--- src/hw/rtl/rtc_pkg.sv ---
// ----------------------------------------------------------------------------
// rtc_pkg
// Shared types, codes and constants of the reaction timer controller.
// ----------------------------------------------------------------------------
package rtc_pkg;

	// time counters
	localparam int TIME_BITS = 16;
	localparam logic [TIME_BITS-1:0] TIME_MAX = {TIME_BITS{1'b1}};

	// configuration registers
	localparam int CFG_W = 16;
	localparam int IDX_W = 3;
	localparam int CMP_W = (TIME_BITS > CFG_W) ? TIME_BITS : CFG_W;

	localparam logic [IDX_W-1:0] REG_MIN_WAIT = 3'd0;
	localparam logic [IDX_W-1:0] REG_SPAN     = 3'd1;
	localparam logic [IDX_W-1:0] REG_LIMIT    = 3'd2;
	localparam logic [IDX_W-1:0] REG_PAUSE    = 3'd3;
	localparam logic [IDX_W-1:0] REG_SEED     = 3'd4;
	localparam logic [IDX_W-1:0] REG_TAPS     = 3'd5;

	localparam logic [CFG_W-1:0] RST_MIN_WAIT = 16'd1000;
	localparam logic [CFG_W-1:0] RST_SPAN     = 16'd4001;
	localparam logic [CFG_W-1:0] RST_LIMIT    = 16'd3000;
	localparam logic [CFG_W-1:0] RST_PAUSE    = 16'd2000;
	localparam logic [CFG_W-1:0] RST_SEED     = 16'hBEEF;
	localparam logic [CFG_W-1:0] RST_TAPS     = 16'hB400;

	// remainder unit
	localparam int DIV_W = 16;
	localparam int DIV_CNT_W = $clog2(DIV_W + 1);

	typedef enum logic [1:0] {
		PH_START = 2'd0,
		PH_WAIT  = 2'd1,
		PH_REACT = 2'd2,
		PH_PAUSE = 2'd3
	} phase_t;

	typedef enum logic [1:0] {
		EV_NONE  = 2'd0,
		EV_FALSE = 2'd1,
		EV_REACT = 2'd2,
		EV_SLOW  = 2'd3
	} event_t;

	typedef struct packed {
		logic busy;
		logic done;
	} rem_sts_t;

endpackage

--- src/hw/rtl/rtc_evt_if.sv ---
// ----------------------------------------------------------------------------
// rtc_evt_if
// Event channel: one item per millisecond tick or button edge.
// ----------------------------------------------------------------------------
interface rtc_evt_if;
	logic valid;
	logic ready;
	logic ms_tick;
	logic press;

	modport source (output valid, output ms_tick, output press, input ready);
	modport sink (input valid, input ms_tick, input press, output ready);
endinterface

--- src/hw/rtl/rtc_res_if.sv ---
// ----------------------------------------------------------------------------
// rtc_res_if
// Result channel: lamp, marker, event code, reaction time and phase.
// ----------------------------------------------------------------------------
interface rtc_res_if;
	logic        valid;
	logic        ready;
	logic        lamp;
	logic        round_marker;
	logic [1:0]  event_res;
	logic [15:0] reaction_ms;
	logic [1:0]  phase_now;

	modport source (output valid, output lamp, output round_marker, output event_res,
		output reaction_ms, output phase_now, input ready);
	modport sink (input valid, input lamp, input round_marker, input event_res,
		input reaction_ms, input phase_now, output ready);
endinterface

--- src/hw/rtl/rtc_rem.sv ---
// ----------------------------------------------------------------------------
// rtc_rem
// Restoring remainder unit, one dividend bit per cycle. A zero divisor
// returns the dividend unchanged.
// ----------------------------------------------------------------------------
module rtc_rem
	import rtc_pkg::*;
(
	input  logic             clk,
	input  logic             arst_n,
	input  logic             start,
	input  logic [DIV_W-1:0] dividend,
	input  logic [DIV_W-1:0] divisor,
	output rem_sts_t         sts,
	output logic [DIV_W-1:0] rem
);

	logic [DIV_CNT_W-1:0] cnt_q;
	logic                 busy_q;
	logic                 done_q;
	logic [DIV_W-1:0]     rem_q;
	logic [DIV_W-1:0]     dvd_q;
	logic [DIV_W-1:0]     dvs_q;
	logic [DIV_W:0]       trial;

	assign trial = {rem_q, dvd_q[DIV_W-1]};

	always_ff @(posedge clk or negedge arst_n) begin
		if (!arst_n) begin
			cnt_q  <= '0;
			busy_q <= 1'b0;
			done_q <= 1'b0;
		end else begin
			done_q <= 1'b0;
			if (start) begin
				cnt_q  <= DIV_CNT_W'(DIV_W);
				busy_q <= 1'b1;
			end else if (busy_q) begin
				cnt_q <= cnt_q - 1'b1;
				if (cnt_q == DIV_CNT_W'(1)) begin
					busy_q <= 1'b0;
					done_q <= 1'b1;
				end
			end
		end
	end

	always_ff @(posedge clk) begin
		if (start) begin
			rem_q <= '0;
			dvd_q <= dividend;
			dvs_q <= divisor;
		end else if (busy_q) begin
			dvd_q <= {dvd_q[DIV_W-2:0], 1'b0};
			// for a nonzero divisor the partial remainder stays below it, so it fits DIV_W bits
			if (trial >= {1'b0, dvs_q}) begin
				rem_q <= DIV_W'(trial - {1'b0, dvs_q});
			end else begin
				rem_q <= trial[DIV_W-1:0];
			end
		end
	end

	assign sts.busy = busy_q;
	assign sts.done = done_q;
	assign rem      = rem_q;

endmodule

--- src/hw/rtl/reaction_timer_controller_core.sv ---
// ----------------------------------------------------------------------------
// reaction_timer_controller_core
// Reaction test rounds: random wait from an LFSR, lamp, reaction measurement,
// false start and timeout detection, pause between rounds.
// ----------------------------------------------------------------------------
// result: each item's result is registered in the output register when the item is accepted
// flow: a new item is accepted while the sequencer is idle and the result register
// is empty or being read; after a round-start item the next item waits until the
// delay remainder has run through the 16-step remainder unit
// reset: phase start, lfsr loaded with the seed reset value, counters cleared,
// configuration registers at their reset values, no result pending
module reaction_timer_controller_core
	import rtc_pkg::*;
(
	input  logic             clk,
	input  logic             arst_n,
	rtc_evt_if.sink          evt,
	rtc_res_if.source        res,
	input  logic             cfg_wr_en,
	input  logic [IDX_W-1:0] cfg_index,
	input  logic [CFG_W-1:0] cfg_wdata
);

	typedef enum logic [1:0] {
		S_IDLE = 2'b01,
		S_DRAW = 2'b10
	} ctl_state_t;

	ctl_state_t           state_q;
	logic [CFG_W-1:0]     min_wait_q, span_q, limit_q, pause_q, seed_q, taps_q;
	phase_t               phase_q;
	logic [DIV_W-1:0]     lfsr_q;
	logic [TIME_BITS-1:0] elapsed_q;
	logic [TIME_BITS-1:0] delay_q;
	logic                 lamp_q;
	logic                 marker_q;

	logic                 res_valid_q;
	logic                 res_lamp_q, res_marker_q;
	event_t               res_event_q;
	logic [15:0]          res_react_q;
	phase_t               res_phase_q;

	logic                 accept;
	logic [DIV_W-1:0]     lfsr_next;
	logic [TIME_BITS-1:0] el_inc;
	logic [CMP_W-1:0]     el_cmp;
	rem_sts_t             rem_sts;
	logic [DIV_W-1:0]     rem_val;
	logic [CMP_W:0]       delay_sum;

	// next-state of one step
	phase_t               n_phase;
	logic [TIME_BITS-1:0] n_elapsed;
	logic                 n_lamp, n_marker;
	event_t               n_event;
	logic [15:0]          n_react;

	assign evt.ready = (state_q == S_IDLE) && (!res_valid_q || res.ready);
	assign accept    = evt.valid && evt.ready;

	assign lfsr_next = lfsr_q[0] ? ({1'b0, lfsr_q[DIV_W-1:1]} ^ taps_q)
		: {1'b0, lfsr_q[DIV_W-1:1]};

	assign el_inc = (evt.ms_tick && (elapsed_q != TIME_MAX)) ? elapsed_q + 1'b1 : elapsed_q;
	assign el_cmp = CMP_W'(el_inc);

	always_comb begin
		n_phase   = phase_q;
		n_elapsed = el_inc;
		n_lamp    = lamp_q;
		n_marker  = marker_q;
		n_event   = EV_NONE;
		n_react   = '0;
		case (phase_q)
			PH_START: begin
				n_lamp    = 1'b0;
				n_marker  = 1'b0;
				n_elapsed = '0;
				n_phase   = PH_WAIT;
			end
			PH_WAIT: begin
				if (el_inc >= delay_q) begin
					n_lamp    = 1'b1;
					n_marker  = 1'b1;
					n_elapsed = '0;
					n_phase   = PH_REACT;
				end else if (evt.press) begin
					n_event   = EV_FALSE;
					n_lamp    = 1'b0;
					n_elapsed = '0;
					n_phase   = PH_PAUSE;
				end
			end
			PH_REACT: begin
				if (evt.press) begin
					n_event   = EV_REACT;
					n_react   = 16'(el_inc);
					n_lamp    = 1'b0;
					n_elapsed = '0;
					n_phase   = PH_PAUSE;
				end else if (el_cmp > CMP_W'(limit_q)) begin
					n_event   = EV_SLOW;
					n_lamp    = 1'b0;
					n_elapsed = '0;
					n_phase   = PH_PAUSE;
				end
			end
			PH_PAUSE: begin
				if (el_cmp >= CMP_W'(pause_q)) begin
					n_elapsed = '0;
					n_phase   = PH_START;
				end
			end
			default: begin
				n_phase = PH_START;
			end
		endcase
	end

	rtc_rem u_rem (
		.clk      (clk),
		.arst_n   (arst_n),
		.start    (accept && (phase_q == PH_START)),
		.dividend (lfsr_next),
		.divisor  (span_q),
		.sts      (rem_sts),
		.rem      (rem_val)
	);

	assign delay_sum = (CMP_W + 1)'(min_wait_q) + (CMP_W + 1)'(rem_val);

	// configuration registers and the lfsr
	always_ff @(posedge clk or negedge arst_n) begin
		if (!arst_n) begin
			min_wait_q <= RST_MIN_WAIT;
			span_q     <= RST_SPAN;
			limit_q    <= RST_LIMIT;
			pause_q    <= RST_PAUSE;
			seed_q     <= RST_SEED;
			taps_q     <= RST_TAPS;
			lfsr_q     <= RST_SEED;
		end else begin
			if (accept && (phase_q == PH_START)) begin
				lfsr_q <= lfsr_next;
			end
			if (cfg_wr_en) begin
				case (cfg_index)
					REG_MIN_WAIT: min_wait_q <= cfg_wdata;
					REG_SPAN:     span_q     <= cfg_wdata;
					REG_LIMIT:    limit_q    <= cfg_wdata;
					REG_PAUSE:    pause_q    <= cfg_wdata;
					REG_SEED: begin
						seed_q <= cfg_wdata;
						lfsr_q <= cfg_wdata;
					end
					REG_TAPS:     taps_q     <= cfg_wdata;
					default: ;
				endcase
			end
		end
	end

	// round state and sequencer
	always_ff @(posedge clk or negedge arst_n) begin
		if (!arst_n) begin
			state_q   <= S_IDLE;
			phase_q   <= PH_START;
			elapsed_q <= '0;
			delay_q   <= '0;
			lamp_q    <= 1'b0;
			marker_q  <= 1'b0;
		end else begin
			case (state_q)
				S_IDLE: begin
					if (accept) begin
						phase_q   <= n_phase;
						elapsed_q <= n_elapsed;
						lamp_q    <= n_lamp;
						marker_q  <= n_marker;
						if (phase_q == PH_START) begin
							state_q <= S_DRAW;
						end
					end
				end
				S_DRAW: begin
					if (rem_sts.done) begin
						// saturate min wait plus remainder at the counter limit
						if (delay_sum > (CMP_W + 1)'(TIME_MAX)) begin
							delay_q <= TIME_MAX;
						end else begin
							delay_q <= TIME_BITS'(delay_sum);
						end
						state_q <= S_IDLE;
					end
				end
				default: begin
					state_q <= S_IDLE;
				end
			endcase
		end
	end

	// output register
	always_ff @(posedge clk or negedge arst_n) begin
		if (!arst_n) begin
			res_valid_q <= 1'b0;
		end else if (accept) begin
			res_valid_q <= 1'b1;
		end else if (res.ready) begin
			res_valid_q <= 1'b0;
		end
	end

	always_ff @(posedge clk) begin
		if (accept) begin
			res_lamp_q   <= n_lamp;
			res_marker_q <= n_marker;
			res_event_q  <= n_event;
			res_react_q  <= n_react;
			res_phase_q  <= n_phase;
		end
	end

	assign res.valid        = res_valid_q;
	assign res.lamp         = res_lamp_q;
	assign res.round_marker = res_marker_q;
	assign res.event_res    = res_event_q;
	assign res.reaction_ms  = res_react_q;
	assign res.phase_now    = res_phase_q;

	// seed register is kept for visibility of the configured value
	logic seed_nz;
	assign seed_nz = |seed_q;

	a_busy_blocks: assert property (@(posedge clk) disable iff (!arst_n)
		rem_sts.busy |-> !evt.ready)
		else $error("item accepted while remainder unit busy");

	a_lamp_phase: assert property (@(posedge clk) disable iff (!arst_n)
		res.valid |-> (res.lamp == (res.phase_now == PH_REACT)))
		else $error("lamp state disagrees with phase");

	a_event_pause: assert property (@(posedge clk) disable iff (!arst_n)
		(res.valid && (res.event_res != EV_NONE)) |-> (res.phase_now == PH_PAUSE))
		else $error("outcome reported outside pause entry");

	a_draw_ends: assert property (@(posedge clk) disable iff (!arst_n)
		(state_q == S_DRAW) && rem_sts.done |=> (state_q == S_IDLE) && !rem_sts.busy)
		else $error("sequencer did not return to idle after delay draw");

	a_seed_load: assert property (@(posedge clk) disable iff (!arst_n)
		cfg_wr_en && (cfg_index == REG_SEED) |=> (lfsr_q == seed_q) && (seed_nz == |lfsr_q))
		else $error("seed write did not load the lfsr");

endmodule

--- src/flat_wrapper.sv ---
// flat-port wrapper written by rule: the top's interface ports become plain ports
module reaction_timer_controller_core_flat import rtc_pkg::*;
  (clk, arst_n, cfg_wr_en, cfg_index, cfg_wdata, evt_valid, evt_ms_tick, evt_press, evt_ready, res_valid, res_lamp, res_round_marker, res_event_res, res_reaction_ms, res_phase_now, res_ready);
  rtc_evt_if evt_i ();
  rtc_res_if res_i ();
  input  logic clk;
  input  logic arst_n;
  input  logic cfg_wr_en;
  input  logic [IDX_W-1:0] cfg_index;
  input  logic [CFG_W-1:0] cfg_wdata;
  input wire logic [$bits(evt_i.valid)-1:0] evt_valid;
  input wire logic [$bits(evt_i.ms_tick)-1:0] evt_ms_tick;
  input wire logic [$bits(evt_i.press)-1:0] evt_press;
  output wire logic [$bits(evt_i.ready)-1:0] evt_ready;
  output wire logic [$bits(res_i.valid)-1:0] res_valid;
  output wire logic [$bits(res_i.lamp)-1:0] res_lamp;
  output wire logic [$bits(res_i.round_marker)-1:0] res_round_marker;
  output wire logic [$bits(res_i.event_res)-1:0] res_event_res;
  output wire logic [$bits(res_i.reaction_ms)-1:0] res_reaction_ms;
  output wire logic [$bits(res_i.phase_now)-1:0] res_phase_now;
  input wire logic [$bits(res_i.ready)-1:0] res_ready;
  assign evt_i.valid = evt_valid;
  assign evt_i.ms_tick = evt_ms_tick;
  assign evt_i.press = evt_press;
  assign evt_ready = evt_i.ready;
  assign res_valid = res_i.valid;
  assign res_lamp = res_i.lamp;
  assign res_round_marker = res_i.round_marker;
  assign res_event_res = res_i.event_res;
  assign res_reaction_ms = res_i.reaction_ms;
  assign res_phase_now = res_i.phase_now;
  assign res_i.ready = res_ready;
  reaction_timer_controller_core u_core (.clk(clk), .arst_n(arst_n), .evt(evt_i), .res(res_i), .cfg_wr_en(cfg_wr_en), .cfg_index(cfg_index), .cfg_wdata(cfg_wdata));
endmodule
--- config.mk ---
export PLATFORM = sky130hd
export DESIGN_NAME = reaction_timer_controller_core_flat
export DESIGN_NICKNAME = d
export VERILOG_FILES = /design/src/hw/rtl/rtc_pkg.sv /design/src/hw/rtl/rtc_evt_if.sv /design/src/hw/rtl/rtc_res_if.sv /design/src/hw/rtl/rtc_rem.sv /design/src/hw/rtl/reaction_timer_controller_core.sv /design/src/flat_wrapper.sv
export SDC_FILE = /design/constraint.sdc
export NUM_CORES = 1
export LEC_CHECK = 0
export BUFFER_PORTS_ARGS = -buffer_cell sky130_fd_sc_hd__buf_2
export CAP_MARGIN = 20
export CORE_ASPECT_RATIO = 0.75
export CORE_MARGIN = 2
export CORE_UTILIZATION = 62
export CTS_CLUSTER_SIZE = 14
export DETAILED_ROUTE_END_ITERATION = 6
export GPL_TIMING_DRIVEN = 1
export PLACE_DENSITY = 0.8
export SYNTH_ARGS = -nofsm -noshare
export SYNTH_HDL_FRONTEND = slang
export SYNTH_SLANG_ARGS = --single-unit
export TNS_END_PERCENT = 20
--- constraint.sdc ---
create_clock -name clk -period 5.4 [get_ports clk]
set_input_delay 1.08 -clock clk [delete_from_list [all_inputs] [get_ports clk]]
set_output_delay 1.08 -clock clk [all_outputs]
set_load 0.02 [all_outputs]
==> flow_metrics.tcl <==
set metrics [dict create \
    hp-class "register to register" \
    ff_latch_area_um2 5550 \
    power_switching_w 0.00264 \
    ant_nets 0 \
    grt_use_total_pct 28.2 \
    num-fill-cells 1380 \
    syn_area_um2 11600 \
    cts_tree "done" \
    pwr_density_cell_nw_per_um2 546 \
    cp-end-kind "register" \
    finalSetupViolCount 0 \
    syn_avg_cell_area_um2 10.4 \
    synth_edf_count 54 \
    hold_buffers 0 \
    finalMaxSlewViolations 0 \
    period_share_pct 93.2 \
    cts_buffers 22 \
    rsz0062_at_grt "false" \
    portBuffers 49 \
    critPathRequiredTime_ns 5.83 \
    dieWidth_um 162 \
    vias 8652 \
    seq_area_frac_synth_pct 47.7 \
    synth_seq_cells 212 \
    die-area_um2 19900 \
    cp-start-kind "register" \
    syn-num-nets 1228 \
    r2r_start "u_core.elapsed_q[0]" \
    synth.distinct_cells 76 \
    max-slew-margin-rel_pct 32.5 \
    start_util_pct 63.0 \
    ctsResizeCount 0 \
    htreeDepth 1 \
    finClkSkew_ns 0.0164 \
    tns_ns 0 \
    core_um2 18500 \
    crit_start "u_core.elapsed_q[0]" \
    grt_start_max_net_pins 107 \
    grt_pass1_wl_mm 43.9 \
    synthArstFlopShare_pct 67.0 \
    most-common-layout-cells "nand2_1 (111), dfrtp_1 (98), inv_1 (94)" \
    clk_latency_ns 0.52 \
    ir_drop_mv 0.393 \
    p_leak_nw 5.79 \
    routabilityCongestion 0.976 \
    antenna_found_initial 0 \
    p_clk_share_pct 21.0 \
    antenna_cells 0 \
    finalHoldViolCount 0 \
    die_h_um 123 \
    tightest_slew_ns 1.01 \
    yosysWarnings 0 \
    power_frac_seq_pct 37.0 \
    drcViolationCount 0 \
    nNetsFinal 1280 \
    regToRegSetupSlack_ns 0.37 \
    min_period_ns 5.03 \
    synth_ff_type "dfrtp_1" \
    cts.sinks 212 \
    pin_count 50 \
    hpwl_mm 18.9 \
    gr-total-overflow 0 \
    synth_cells 1115 \
    first_global_vias 8418 \
    p_int_w 0.00440 \
    wl_mm 27.1 \
    clk_pin_slew_ns 0.07 \
    final_common_cell "nand2_1" \
    drive_gt1_share_pct 20.2 \
    swShare_pct 37.5 \
    dpl.cell_count 1382 \
    area_growth_pct 10.8 \
    cts_root_buf "clkbuf_16" \
    rows 43 \
    max_cap_viol_count 0 \
    status "complete, no violations" \
    cts_buffer_depth 3 \
    avgViaCountPerCell 6.05 \
    max_freq_mhz 199 \
    drt_iter0_markers 664 \
    crit_fanout 13 \
    dr.pass1.iters 6 \
    cp.arrival_ns 5.46 \
    path_class "register to register" \
    final_cell_count_no_fill 1430 \
    multi_input_area_um2 5570 \
    pwr-share-comb_pct 42.0 \
    wl_per_cell_um 19.0 \
    cts_setup_buffers 0 \
    hold_start "u_core.span_q[3]" \
]
cell families (layout without fill, tap and decap cells):
group,after synthesis,after routing,synth area share [%]
adders and majority gates,87,87,9.48
buffers and inverters,135,203,4.50
DFF,212,212,47.7
AOI/OAI and AO/OA,250,250,14.1
muxes,83,83,7.91
xor gates and xnor gates,53,53,3.99
and+or+nand+nor,295,295,12.3
worst max-delay path, cell delays in order (launching register included):
cell	delay (ns)
dfrtp_1	0.45
ha_1	0.25
nand3_1	0.09
or4_4	0.54
and2_1	0.24
nand4_1	0.18
nor2_1	0.12
and2_1	0.21
xor2_1	0.42
ha_1	0.34
nand4_1	0.07
or2_2	0.14
a21oi_1	0.05
or4b_2	0.64
a211oi_2	0.47
o31ai_4	0.24
nand2b_4	0.25
o21ai_0	0.22
power groups by stage:
| stage | clock network [W] | registers [W] | logic (W) |
|---|---|---|---|
| floorplan | 0 | 0.00257 | 0.00222 |
| global placement | 0 | 0.00260 | 0.00277 |
| detailed placement | 0 | 0.00262 | 0.00286 |
| CTS | 0.00150 | 0.00260 | 0.00290 |
| global route | 0.00156 | 0.00266 | 0.00330 |
| finish | 0.00148 | 0.00260 | 0.00296 |
layer usage:
layer	global-route usage, %	up-vias	wire length (µm)
met3	4.93	49	1900
li1	-	4059	-
met2	42.9	295	11700
met5	0.505	-	0
met1	42.6	4249	12900
met4	6.64	0	630
final timing paths:
path	to	cells past startpoint
worst min-delay path	u_core.u_rem.dvs_q[3]	0
worst max-delay path	u_core.elapsed_q[10]	17
worst max register to register	u_core.elapsed_q[10]	17
max in group asynchronous	u_core.state_q[0]	2
min in group asynchronous	u_core.span_q[14]	1
worst min register to register	u_core.u_rem.dvs_q[3]	0
cells in the mapped netlist, drive strengths merged, types with 4 or more instances:
cell type    n  area share [%]
xnor2       18             1.4
dfstp       44             9.9
a31oi        5            0.27
nand2      111             3.6
a21oi       38             1.7
a21o        19             1.2
o211ai      11            0.71
dfrtp       98              21
a21boi       4            0.26
nor3        16            0.69
o31ai        6            0.51
a211oi      17             1.2
o2bb2ai      4            0.30
inv         94             3.0
mux2i       14             1.2
a2bb2oi     11            0.83
or2          5            0.27
edfxtp      54              14
dfxtp       16             2.8
nor4         4            0.32
nand4       17            0.97
and3         6            0.32
nand3       26             1.1
and2         4            0.22
ha          85             9.1
or3          4            0.22
xor2        35             2.6
o21ai       92             4.0
nand2b       9            0.55
nor2b       16            0.86
mux2        69             6.7
clkbuf      32             1.0
buf          8            0.40
o21a        16             1.0
nor2        61             2.0
cell type report:
cell class | instances | area share, %
Clock buffer | 29 | 4.71
Clock inverter | 11 | 0.699
Tap cell | 247 | 2.40
Multi-Input combinational cell | 768 | 43.2
Inverter | 95 | 2.77
Sequential cell | 212 | 43.1
Timing Repair Buffer | 68 | 3.12
flip-flops by register name, indices dropped and copies added (netlist names):
register / count
u_core.phase_q: 2
u_core.lfsr_q: 16
u_core.taps_q: 16
u_core.u_rem.dvd_q: 16
u_core.lamp_q: 1
u_core.res.round_marker: 1
u_core.res.lamp: 1
u_core.elapsed_q: 16
u_core.u_rem.dvs_q: 16
u_core.span_q: 16
u_core.u_rem.cnt_q: 5
u_core.res.event_res: 2
u_core.state_q: 2
u_core.res.phase_now: 2
u_core.limit_q: 16
u_core.min_wait_q: 16
u_core.res.valid: 1
u_core.u_rem.done_q: 1
u_core.res.reaction_ms: 16
u_core.marker_q: 1
u_core.u_rem.busy_q: 1
u_core.delay_q: 16
u_core.u_rem.rem: 16
u_core.pause_q: 16
per-stage QoR:
stage                     setup slack [ns]  hold WS (ns)  cell area, µm²  utilization, %  total power, W
after floorplan                       1.10         0.421           11600               -         0.00479
after global placement               0.438         0.426           12100            65.7         0.00536
after detailed placement             0.276         0.434           12100            65.7         0.00547
after CTS                            0.374         0.445           12800            69.5         0.00699
after global routing                0.0720         0.456           12900            69.8         0.00752
final                                0.365         0.444           12900            69.8         0.00704
Note: power is estimated with default switching activity, not from simulation.
